## src/rtl/mer_pkg.sv

```systemverilog
// ----------------------------------------------------------------------------
// Echo ranger package
// Field widths, arithmetic constants, register indices and shared types for
// the multi-channel echo pulse ranger.
// ----------------------------------------------------------------------------
package mer_pkg;

    localparam int LEVEL_W    = 6;
    localparam int TIME_W     = 16;
    localparam int CHAN_W     = 3;
    localparam int DIST_W     = 10;
    localparam int CFG_ADDR_W = 2;
    localparam int IN_DATA_W  = 32;
    localparam int OUT_DATA_W = 16;

    // Depth of the queue between the edge detector and the result sequencer.
    localparam int QUEUE_DEPTH = 4;

    // floor(half / 58) is computed as (half * RECIP_MULT) >> RECIP_SHIFT,
    // which is exact for every half-tick count below 2^15.
    localparam int HALF_W      = TIME_W - 1;
    localparam int RECIP_W     = 17;
    localparam int RECIP_SHIFT = 22;
    localparam int PROD_W      = HALF_W + RECIP_W;
    localparam logic [RECIP_W-1:0] RECIP_MULT = 17'd72317;

    localparam logic [DIST_W-1:0] MIN_DISTANCE_RESET = 10'd2;
    localparam logic [DIST_W-1:0] MAX_DISTANCE_RESET = 10'd400;
    localparam logic [DIST_W-1:0] NEAR_LIMIT_RESET   = 10'd10;

    typedef enum logic [CFG_ADDR_W-1:0] {
        CFG_MIN_DISTANCE = 2'd0,
        CFG_MAX_DISTANCE = 2'd1,
        CFG_NEAR_LIMIT   = 2'd2
    } mer_cfg_index_t;

    typedef struct packed {
        logic [DIST_W-1:0] min_cm;
        logic [DIST_W-1:0] max_cm;
        logic [DIST_W-1:0] near_cm;
    } mer_cfg_t;

    typedef struct packed {
        logic not_empty;
        logic full;
    } mer_queue_status_t;

endpackage

```

## src/rtl/mer_front.sv

```systemverilog
// ----------------------------------------------------------------------------
// Echo ranger front end
// Tracks echo line levels, start times and active flags, and hands each
// transaction's completed channels with their tick counts to the queue.
// ----------------------------------------------------------------------------
module mer_front #(
    parameter int CHANNELS = 6
) (
    input  logic                                aclk,
    input  logic                                aresetn,
    input  logic                                in_fire,
    input  logic [mer_pkg::LEVEL_W-1:0]         echo_levels,
    input  logic [mer_pkg::TIME_W-1:0]          timer_now,
    input  logic [mer_pkg::LEVEL_W-1:0]         rearm_mask,
    output logic                                push,
    output logic [CHANNELS-1:0]                 done_mask,
    output logic [CHANNELS*mer_pkg::TIME_W-1:0] ticks_flat
);
    import mer_pkg::*;

    logic [CHANNELS-1:0] prev_levels_reg, prev_levels_next;
    logic [CHANNELS-1:0] active_reg, active_next;
    logic [CHANNELS-1:0] levels, rearm, armed, changed, rising, falling;
    logic [TIME_W-1:0]   start_reg [CHANNELS];

    genvar i;
    generate
        for (i = 0; i < CHANNELS; i++) begin : g_ch
            if (i < LEVEL_W) begin : g_line
                assign levels[i] = echo_levels[i];
                assign rearm[i]  = rearm_mask[i];
            end else begin : g_pad
                assign levels[i] = 1'b0;
                assign rearm[i]  = 1'b0;
            end

            always_ff @(posedge aclk) begin
                if (in_fire && rising[i]) begin
                    start_reg[i] <= timer_now;
                end
            end

            // A wrapped counter gives 65535 - start + end, one less than the
            // modular difference.
            assign ticks_flat[i*TIME_W +: TIME_W] = timer_now - start_reg[i]
                - {{(TIME_W-1){1'b0}}, (timer_now < start_reg[i])};
        end
    endgenerate

    always_comb begin
        armed            = active_reg & ~rearm;
        changed          = levels ^ prev_levels_reg;
        rising           = changed & levels;
        falling          = changed & ~levels & armed;
        active_next      = (armed & ~falling) | rising;
        prev_levels_next = levels;
    end

    always_ff @(posedge aclk) begin
        if (!aresetn) begin
            prev_levels_reg <= '0;
            active_reg      <= '0;
        end else if (in_fire) begin
            prev_levels_reg <= prev_levels_next;
            active_reg      <= active_next;
        end
    end

    assign push      = in_fire && (|falling);
    assign done_mask = falling;

endmodule

```

## src/rtl/mer_queue.sv

```systemverilog
// ----------------------------------------------------------------------------
// Echo ranger queue
// Small first-in first-out buffer of completed-channel sets between the
// front end and the result sequencer.
// ----------------------------------------------------------------------------
module mer_queue #(
    parameter int WIDTH = 102,
    parameter int DEPTH = 4
) (
    input  logic                       aclk,
    input  logic                       aresetn,
    input  logic                       push,
    input  logic [WIDTH-1:0]           push_data,
    input  logic                       pop,
    output logic [WIDTH-1:0]           head_data,
    output mer_pkg::mer_queue_status_t status
);
    import mer_pkg::*;

    localparam int PTR_W = (DEPTH > 1) ? $clog2(DEPTH) : 1;
    localparam int CNT_W = $clog2(DEPTH + 1);

    logic [WIDTH-1:0] slot_reg [DEPTH];
    logic [PTR_W-1:0] wr_ptr_reg, wr_ptr_next, rd_ptr_reg, rd_ptr_next;
    logic [CNT_W-1:0] count_reg, count_next;

    always_comb begin
        wr_ptr_next = wr_ptr_reg;
        rd_ptr_next = rd_ptr_reg;
        count_next  = count_reg;
        if (push) begin
            wr_ptr_next = (wr_ptr_reg == PTR_W'(DEPTH - 1)) ? '0 : wr_ptr_reg + 1'b1;
        end
        if (pop) begin
            rd_ptr_next = (rd_ptr_reg == PTR_W'(DEPTH - 1)) ? '0 : rd_ptr_reg + 1'b1;
        end
        unique case ({push, pop})
            2'b10:   count_next = count_reg + 1'b1;
            2'b01:   count_next = count_reg - 1'b1;
            default: count_next = count_reg;
        endcase
    end

    always_ff @(posedge aclk) begin
        if (!aresetn) begin
            wr_ptr_reg <= '0;
            rd_ptr_reg <= '0;
            count_reg  <= '0;
        end else begin
            wr_ptr_reg <= wr_ptr_next;
            rd_ptr_reg <= rd_ptr_next;
            count_reg  <= count_next;
        end
    end

    always_ff @(posedge aclk) begin
        if (push) begin
            slot_reg[wr_ptr_reg] <= push_data;
        end
    end

    assign head_data        = slot_reg[rd_ptr_reg];
    assign status.not_empty = (count_reg != '0);
    assign status.full      = (count_reg == CNT_W'(DEPTH));

endmodule

```

## src/rtl/mer_back.sv

```systemverilog
// ----------------------------------------------------------------------------
// Echo ranger result sequencer
// Walks the completed channels of the queue head in ascending order, converts
// each tick count to centimetres and applies the configured limits.
// ----------------------------------------------------------------------------
module mer_back #(
    parameter int CHANNELS = 6
) (
    input  logic                                aclk,
    input  logic                                aresetn,
    input  mer_pkg::mer_cfg_t                   cfg,
    input  logic                                head_valid,
    input  logic [CHANNELS-1:0]                 head_mask,
    input  logic [CHANNELS*mer_pkg::TIME_W-1:0] head_ticks,
    output logic                                pop,
    output logic                                m_valid,
    input  logic                                m_ready,
    output logic [mer_pkg::CHAN_W-1:0]          m_channel,
    output logic [mer_pkg::DIST_W-1:0]          m_distance,
    output logic                                m_near,
    output logic                                m_last
);
    import mer_pkg::*;

    logic [CHANNELS-1:0] served_reg, served_next;
    logic [CHANNELS-1:0] pending, lowest;
    logic                sel_last;
    logic [CHAN_W-1:0]   sel_idx;
    logic [TIME_W-1:0]   sel_ticks;
    logic [PROD_W-1:0]   product;
    logic                take, s1_adv, out_adv;

    logic                s1_valid_reg, s1_valid_next;
    logic [CHAN_W-1:0]   s1_chan_reg;
    logic [DIST_W-1:0]   s1_dist_reg;
    logic                s1_last_reg;

    logic                out_valid_reg, out_valid_next;
    logic [CHAN_W-1:0]   out_chan_reg;
    logic [DIST_W-1:0]   out_dist_reg, dist_limited;
    logic                out_near_reg, near_flag;
    logic                out_last_reg;

    always_comb begin
        pending  = head_mask & ~served_reg;
        lowest   = pending & (~pending + CHANNELS'(1));
        sel_last = ((pending & ~lowest) == '0);
        sel_idx   = '0;
        sel_ticks = '0;
        for (int k = 0; k < CHANNELS; k++) begin
            if (lowest[k]) begin
                sel_idx   = CHAN_W'(k);
                sel_ticks = head_ticks[k*TIME_W +: TIME_W];
            end
        end
        product = {{RECIP_W{1'b0}}, sel_ticks[TIME_W-1:1]}
                * {{HALF_W{1'b0}}, RECIP_MULT};
    end

    assign out_adv = !out_valid_reg || m_ready;
    assign s1_adv  = !s1_valid_reg || out_adv;
    assign take    = head_valid && s1_adv;
    assign pop     = take && sel_last;

    always_comb begin
        served_next = served_reg;
        if (take) begin
            served_next = sel_last ? '0 : (served_reg | lowest);
        end
        s1_valid_next  = s1_adv ? take : s1_valid_reg;
        out_valid_next = out_adv ? s1_valid_reg : out_valid_reg;
    end

    always_comb begin
        if ((s1_dist_reg >= cfg.min_cm) && (s1_dist_reg <= cfg.max_cm)) begin
            dist_limited = s1_dist_reg;
        end else begin
            dist_limited = '0;
        end
        near_flag = (dist_limited != '0) && (dist_limited <= cfg.near_cm);
    end

    always_ff @(posedge aclk) begin
        if (!aresetn) begin
            served_reg    <= '0;
            s1_valid_reg  <= 1'b0;
            out_valid_reg <= 1'b0;
        end else begin
            served_reg    <= served_next;
            s1_valid_reg  <= s1_valid_next;
            out_valid_reg <= out_valid_next;
        end
    end

    always_ff @(posedge aclk) begin
        if (take) begin
            s1_chan_reg <= sel_idx;
            s1_dist_reg <= product[RECIP_SHIFT +: DIST_W];
            s1_last_reg <= sel_last;
        end
        if (out_adv && s1_valid_reg) begin
            out_chan_reg <= s1_chan_reg;
            out_dist_reg <= dist_limited;
            out_near_reg <= near_flag;
            out_last_reg <= s1_last_reg;
        end
    end

    assign m_valid    = out_valid_reg;
    assign m_channel  = out_chan_reg;
    assign m_distance = out_dist_reg;
    assign m_near     = out_near_reg;
    assign m_last     = out_last_reg;

endmodule

```

## src/rtl/multi_echo_pulse_ranger.sv

```systemverilog
// ----------------------------------------------------------------------------
// Multi-channel echo pulse ranger
// Measures echo pulse widths on several lines against a free-running tick
// counter and reports each completed measurement as a distance in centimetres.
//
//   Port group  Direction  Carries
//   s_*         in         one sample of echo lines, counter and re-arm mask
//   m_*         out        one completed measurement, tlast on the final one
//   cfg_*       in         writes to the three limit registers
//
// One sample is accepted every cycle while the result queue has room.
// Results leave at one per cycle while m_tready is high, each passing through the queue, s1 and output stages.
// The four-entry queue holds samples with completions while m_tready is low;
// s_tready falls only when it is full.
// Synchronous reset clears the line state, the queue and the output stages.
// ----------------------------------------------------------------------------
module multi_echo_pulse_ranger #(
    parameter int CHANNELS = 6
) (
    input  logic                                 aclk,
    input  logic                                 aresetn,
    // s_tdata: echo_levels[5:0], timer_now[21:6], rearm_mask[27:22], zero pad.
    input  logic                                 s_tvalid,
    output logic                                 s_tready,
    input  logic [mer_pkg::IN_DATA_W-1:0]        s_tdata,
    // m_tdata: channel[2:0], range_cm[12:3], near[13], zero pad.
    output logic                                 m_tvalid,
    input  logic                                 m_tready,
    output logic [mer_pkg::OUT_DATA_W-1:0]       m_tdata,
    output logic                                 m_tlast,
    input  logic                                 cfg_wr_en,
    input  logic [mer_pkg::CFG_ADDR_W-1:0]       cfg_addr,
    input  logic [mer_pkg::DIST_W-1:0]           cfg_wdata
);
    import mer_pkg::*;

    localparam int ENTRY_W = CHANNELS * (TIME_W + 1);

    mer_cfg_t            cfg_reg, cfg_next;
    mer_queue_status_t   q_status;
    logic                in_fire, push;
    logic [CHANNELS-1:0] done_mask;
    logic [CHANNELS*TIME_W-1:0] ticks_flat;
    logic [ENTRY_W-1:0]  head_data;
    logic                pop;
    logic [CHAN_W-1:0]   res_channel;
    logic [DIST_W-1:0]   res_distance;
    logic                res_near;

    always_comb begin
        cfg_next = cfg_reg;
        if (cfg_wr_en) begin
            unique case (mer_cfg_index_t'(cfg_addr))
                CFG_MIN_DISTANCE: cfg_next.min_cm  = cfg_wdata;
                CFG_MAX_DISTANCE: cfg_next.max_cm  = cfg_wdata;
                CFG_NEAR_LIMIT:   cfg_next.near_cm = cfg_wdata;
                default:          cfg_next = cfg_reg;
            endcase
        end
    end

    always_ff @(posedge aclk) begin
        if (!aresetn) begin
            cfg_reg.min_cm  <= MIN_DISTANCE_RESET;
            cfg_reg.max_cm  <= MAX_DISTANCE_RESET;
            cfg_reg.near_cm <= NEAR_LIMIT_RESET;
        end else begin
            cfg_reg <= cfg_next;
        end
    end

    assign s_tready = !q_status.full;
    assign in_fire  = s_tvalid && s_tready;

    mer_front #(
        .CHANNELS (CHANNELS)
    ) u_front (
        .aclk        (aclk),
        .aresetn     (aresetn),
        .in_fire     (in_fire),
        .echo_levels (s_tdata[LEVEL_W-1:0]),
        .timer_now   (s_tdata[LEVEL_W +: TIME_W]),
        .rearm_mask  (s_tdata[LEVEL_W+TIME_W +: LEVEL_W]),
        .push        (push),
        .done_mask   (done_mask),
        .ticks_flat  (ticks_flat)
    );

    mer_queue #(
        .WIDTH (ENTRY_W),
        .DEPTH (QUEUE_DEPTH)
    ) u_queue (
        .aclk      (aclk),
        .aresetn   (aresetn),
        .push      (push),
        .push_data ({ticks_flat, done_mask}),
        .pop       (pop),
        .head_data (head_data),
        .status    (q_status)
    );

    mer_back #(
        .CHANNELS (CHANNELS)
    ) u_back (
        .aclk       (aclk),
        .aresetn    (aresetn),
        .cfg        (cfg_reg),
        .head_valid (q_status.not_empty),
        .head_mask  (head_data[CHANNELS-1:0]),
        .head_ticks (head_data[ENTRY_W-1:CHANNELS]),
        .pop        (pop),
        .m_valid    (m_tvalid),
        .m_ready    (m_tready),
        .m_channel  (res_channel),
        .m_distance (res_distance),
        .m_near     (res_near),
        .m_last     (m_tlast)
    );

    assign m_tdata = {{(OUT_DATA_W - CHAN_W - DIST_W - 1){1'b0}},
                      res_near, res_distance, res_channel};

endmodule

```

## config.mk

```make
export PLATFORM = sky130hd
export DESIGN_NAME = multi_echo_pulse_ranger
export DESIGN_NICKNAME = d
export VERILOG_FILES = /design/src/rtl/mer_pkg.sv /design/src/rtl/mer_front.sv /design/src/rtl/mer_queue.sv /design/src/rtl/mer_back.sv /design/src/rtl/multi_echo_pulse_ranger.sv
export SDC_FILE = /design/constraint.sdc
export NUM_CORES = 1
export LEC_CHECK = 0
export ABC_AREA = 1
export BUFFER_PORTS_ARGS = -buffer_cell sky130_fd_sc_hd__buf_4
export CORE_UTILIZATION = 42
export CTS_CLUSTER_SIZE = 12
export DETAILED_ROUTE_END_ITERATION = 16
export GPL_TIMING_DRIVEN = 0
export MAX_ROUTING_LAYER = met4
export SLEW_MARGIN = 10
export SYNTH_ARGS = -nofsm -noshare
export SYNTH_HDL_FRONTEND = slang
export SYNTH_SLANG_ARGS = --single-unit
export TNS_END_PERCENT = 10
```

## constraint.sdc

```tcl
create_clock -name aclk -period 8.05 [get_ports aclk]
set_input_delay 0.4025 -clock aclk [delete_from_list [all_inputs] [get_ports aclk]]
set_output_delay 0.4025 -clock aclk [all_outputs]
set_load 0.01 [all_outputs]
```

Yosys cells after proc, flatten, opt, wreduce, memory -nomap -nowiden
Memory sizes are Yosys's and may differ from the RTL's. A register that Yosys moved wholly into a read port is not among the register bits.
Cells that the tools add are included.
{"block": "word_totals", "register_bits": 86, "mem_bits_rw": 504, "inputBits": 49, "out_inout_bits": 19, "mem_count": 2}
{"memory": "u_queue.slot_reg", "words": 4, "word_bits": 102, "read_ports": 1, "rd_ports_with_merged_regs": 1, "write_ports": 1, "line": "mer_queue.sv:23", "text": "logic [WIDTH-1:0] slot_reg [DEPTH];"}
{"memory": "u_front.start_reg", "words": 6, "word_bits": 16, "read_ports": 6, "rd_ports_with_merged_regs": 0, "write_ports": 6, "line": "mer_front.sv:24", "text": "logic [TIME_W-1:0] start_reg [CHANNELS];"}
{"block": "classes", "addsub": 17, "n_mul": 1, "n_lt_le_gt_ge": 9, "eq_ne": 7, "mux": 31, "bitwise_logic": 17, "n_reduce_logical": 28}
{"operator": "16-bit less-than comparator", "count": 6}
{"operator": "16-bit two-way mux", "count": 6}
{"operator": "16-bit by 1-bit subtractor with 16-bit output", "count": 6}
{"operator": "16-bit subtractor", "count": 6}
{"operator": "6-bit bitwise AND", "count": 8}
{"operator": "6-bit NOT", "count": 6}
{"operator": "15-bit by 17-bit multiplier with 32-bit output (second input constant)", "count": 1}
{"operator": "10-bit <= comparator", "count": 2}
{"operator": "1-bit two-way mux", "count": 16}
{"operator": "1-bit logical AND", "count": 13}
{"operator": "2-bit two-way mux", "count": 6}
{"operator": "6-bit bitwise OR", "count": 2}
{"operator": "10-bit >= comparator", "count": 1}
{"operator": "10-bit two-way mux", "count": 1}
{"operator": "10-bit nonzero test", "count": 1}
{"operator": "2-bit == test (second input constant)", "count": 4}
{"operator": "6-bit by 1-bit adder with 6-bit output (second input constant)", "count": 1}
{"operator": "6-bit zero test", "count": 1}
{"operator": "6-bit two-way mux", "count": 1}
{"operator": "3-bit case mux with 2 select lines", "count": 1}
{"operator": "2-bit AND reduction", "count": 3}
{"operator": "6-bit OR reduction", "count": 1}
{"operator": "6-bit XOR", "count": 1}
{"operator": "2-bit by 1-bit adder with 2-bit output (second input constant)", "count": 2}
{"operator": "other kinds (10)", "count": 14}

Logic depth before layout (Yosys ltp)
{"block": "depth", "depth_word": 12, "mapped_depth": 37}

Hierarchy
From an unflattened synthesis, not the netlist that was laid out.
{"block": "hier_totals", "cells_unflattened": 4124, "hier_area_um2": 37557.3}
{"mod": "mer_queue", "instances": 1, "cells_per_inst": 1047, "area_per_inst_um2": 15532.4}
{"mod": "mer_front", "instances": 1, "cells_per_inst": 1901, "area_per_inst_um2": 12998.7}
{"mod": "mer_back", "instances": 1, "cells_per_inst": 985, "area_per_inst_um2": 7698.6}
{"mod": "multi_echo_pulse_ranger", "instances": 1, "cells_per_inst": 191, "area_per_inst_um2": 1327.5}

Worst setup path before layout
OpenSTA, ideal clock, no wires.
{"block": "synth_path", "path_type": "reg2reg", "from": "reg (tool-made name)", "to": "reg u_back.s1_dist_reg[5], data pin", "arrival_time_ns": 6.024, "required_time_ns": 7.798, "setup_slack_ns": 1.773, "stages_incl_launch_ff": 30, "path_cell_list": "dfxtp_1 > inv_2 > buf_6 > nand2_4 > nand3_4 > nand3b_4 > nand2_4 > nor2_1 > o221ai_1 > o21ai_0 > nand4_1 > fa_1 > inv_1 > fa_1 > fa_1 > inv_1 > fa_1 > fa_1 > inv_1 > fa_1 > inv_1 > ha_1 > nand2_1 > inv_1 > a21oi_1 > o21ai_0 > a211oi_1 > nand2_1 > nand2_1 > nand2_1"}
{"element": "to (signal assigned)", "line": "mer_back.sv:98", "text": "s1_dist_reg <= product[RECIP_SHIFT +: DIST_W];"}
{"element": "to (decl)", "line": "mer_back.sv:35", "text": "logic [DIST_W-1:0] s1_dist_reg;"}

==> metrics <==
status finished with violations; violated checks design-rule violations; Slew headroom ~39%; Final Max Tran Viols 0; core area 0.0808 mm2; # port buffers 60; final setup violating endpoints 0; Die Ht 288 um; TritonCTS buffer count 67; Final Skew 0.0220 ns; global-route wire length before repair 135 mm; R2R setup slack 0.44 ns; Routed Antenna Nets 0; Worst setup EP type flip-flop; I/O pin cnt slightly below 70; FF-to-FF End u_back.s1_dist_reg[5]$_DFFE_PP_; max incr delay on CP 0.56 ns; initial antenna violation count 4; Syn Area/Cell 10.1 um2; Synth async-reset ratio 0%; overall routing resource usage between 20 and 25%; die extent in x ~290 um; critical path type reg2reg; Critical Path AT 7.97 ns; vias in the first global route 23,067; Worst Path Max Fanout 10; Layout Cells excl Fill 4,671; Post-CTS Setup Bufs 0; final wirelength 88.5 mm; routed len/inst 19.0 um; nets ~4,000; vias per inst 5.13; area leader, netlist edfxtp_1; #FFs+latches synth ~570; Num Clock Sinks 568; CTS tree done; clock-pin slew on the worst setup and hold paths 0.06 ns; pin count of the biggest net entering global routing 26; RePlAce Congestion 0.886; measured slew at the worst slew-check pin 0.907 ns; max FFs per register between 300 and 400; 1st-pass router iterations 12; total of max-cap violations 0; PostCTS Resize Cnt 0; final cycle utilization of the critical path a little over nine tenths; GR Overflow Total 0; DRC 9; share of the synthesized area in the top cell type 44.4%; ys flop type edfxtp_1; Final min period ~7.6 ns; largest cells by area after synthesis edfxtp_1 44%, ha_1 15%, inv_1 6.2%; Hold Path Sink cfg_reg[17]$_SDFFE_PN1P_; Post-synth EDFFs 509; post-synthesis cell type count 56; DP HPWL approximately 67 mm; Area Growth Syn to Fin 12.9%; f_max 131 MHz; Syn. warnings 0; slowest CP cell fa_1; Startpoint Class flip-flop; worst reg2reg path depth 27; DR vias between 20,000 and 25,000; unrepaired setup endpoints after global routing false; min-delay src cfg_wdata[7]; Synth Instances 3,414; die area around 0.083 mm2; CTS Hold Bufs 0; Post-Syn Area around 0.034 mm2; count of final hold-check violations 0; layout cells sized above 1 between 8 and 9%; dpl cells 4,559; H-tree Lvls 3; row count 104; sequential share of the synthesized area 47.8%; CTS Root Cell clkbuf_16; # fillers 7,468; CTS max path bufs 3; Skew-Pair Late Insertion Delay just over 0.6 ns; Initial DRC Count 1,789; Starting Density 42.6%; CP required 8.41 ns; worst hold path class in2reg; Antenna diodes 0; Hold Path Stages 3
==> area by class of cell <==
class | instances | area, um2 | share of cell area, %
sequential | 568 | 16500 | 42.4
multi-input combinational | 2165 | 15300 | 39.4
timing repair buffer | 88 | 1010 | 2.61
clock buffer | 82 | 1800 | 4.62
clock inverter | 26 | 248 | 0.637
buffer | 90 | 479 | 1.23
tap | 1060 | 1330 | 3.41
inverter | 592 | 2220 | 5.72
==> metal layers <==
layer | vias up | GRT usage (%) | part of all wire, %
li1 | 11897 | - | -
met1 | 11323 | 29.3 | 46
met2 | 592 | 35.3 | 46
met3 | 143 | 3.50 | 5.8
met4 | 0 | 6.06 | 2.7
met5 | - | - | 0
==> synthesized netlist by cell type, types with 9 or more instances <==
library cell and n:
nand4_1 20, a21oi_1 209, xnor2_1 22, or2_2 10, a31oi_1 18, a21o_1 13, fa_1 88, o21bai_1 11
dfxtp_1 59, nand3_1 88, nand2_2 15, ha_1 410, a211oi_1 11, a21oi_2 9, nor4_1 10, xor2_1 65
buf_2 28, nor3_1 37, o21ai_1 16, o21ai_0 261, o22ai_1 71, o211ai_1 16, edfxtp_1 509, clkbuf_1 43
nand2_1 391, inv_2 17, inv_1 573, nor2_1 312
==> worst max path at each step <==
stage / start / to / slack (ns) / cells after the start
2_1_floorplan: flip-flop / u_back.s1_dist_reg[5]$_DFFE_PP_ / 1.77 / 29
3_3_place_gp: s_tdata[5] / u_queue.slot_reg[2][98]$_DFFE_PP_ / -1.63 / 8
3_5_place_dp: flip-flop / u_back.s1_dist_reg[5]$_DFFE_PP_ / 0.30 / 30
4_1_cts: flip-flop / u_back.s1_dist_reg[5]$_DFFE_PP_ / 0.27 / 30
5_1_grt: flip-flop / u_back.s1_dist_reg[5]$_DFFE_PP_ / 0.005 / 27
6_report: flip-flop / u_back.s1_dist_reg[5]$_DFFE_PP_ / 0.44 / 27
==> layout by cell type, fill, tap and decap left out, types with 54 or more instances in the layout <==
master,synthesis,layout
o21ai_0,261,261
nor2_1,312,302
o22ai_1,71,71
dfxtp_1,59,59
inv_1,573,573
clkbuf_1,43,54
a21oi_1,209,208
nand2_1,391,391
edfxtp_1,509,509
xor2_1,65,65
buf_4,8,72
clkbuf_16,0,69
fa_1,88,88
ha_1,410,410
nand3_1,88,88
==> worst max-delay path: cells and delay by family, from the launching register on <==
kind / cells / cell delay [ns]
AOI/OAI and AO/OA: 5 / 1.14
and+or+nand+nor: 6 / 0.84
adders and majority gates: 7 / 3.29
buffers and inverters: 9 / 1.75
DFF: 1 / 0.34
==> through the flow <==
stage	worst slack, ns	hold WS (ns)	setup TNS (ns)	cell area [um2]	utilization (%)
final	0.438	0.0522	0	38900	48.1
after global routing	0.00526	0.0349	0	38900	48.1
after CTS	0.269	0.0221	0	38800	48.1
after detailed placement	0.296	0.452	0	36800	45.5
after global placement	-1.63	0.448	-604.62	36200	44.8
after floorplan	1.77	0.400	0	34400	-
==> cell families after synthesis <==
| logic type | count (synthesis) | synth area share [%] |
|---|---|---|
| AO/OA/AOI/OAI | 677 | 11.1 |
| XOR/XNOR | 87 | 2.21 |
| adder cells (fa/ha/maj) | 498 | 20.0 |
| buffers and inverters | 682 | 7.85 |
| flip-flops | 568 | 47.8 |
| other | 1 | 0.0109 |
| AND/OR/NAND/NOR | 901 | 11.1 |
Power is left out: the tool's default activity adds up to more than one toggle a clock period on the data nets, which glitch-free logic cannot reach.
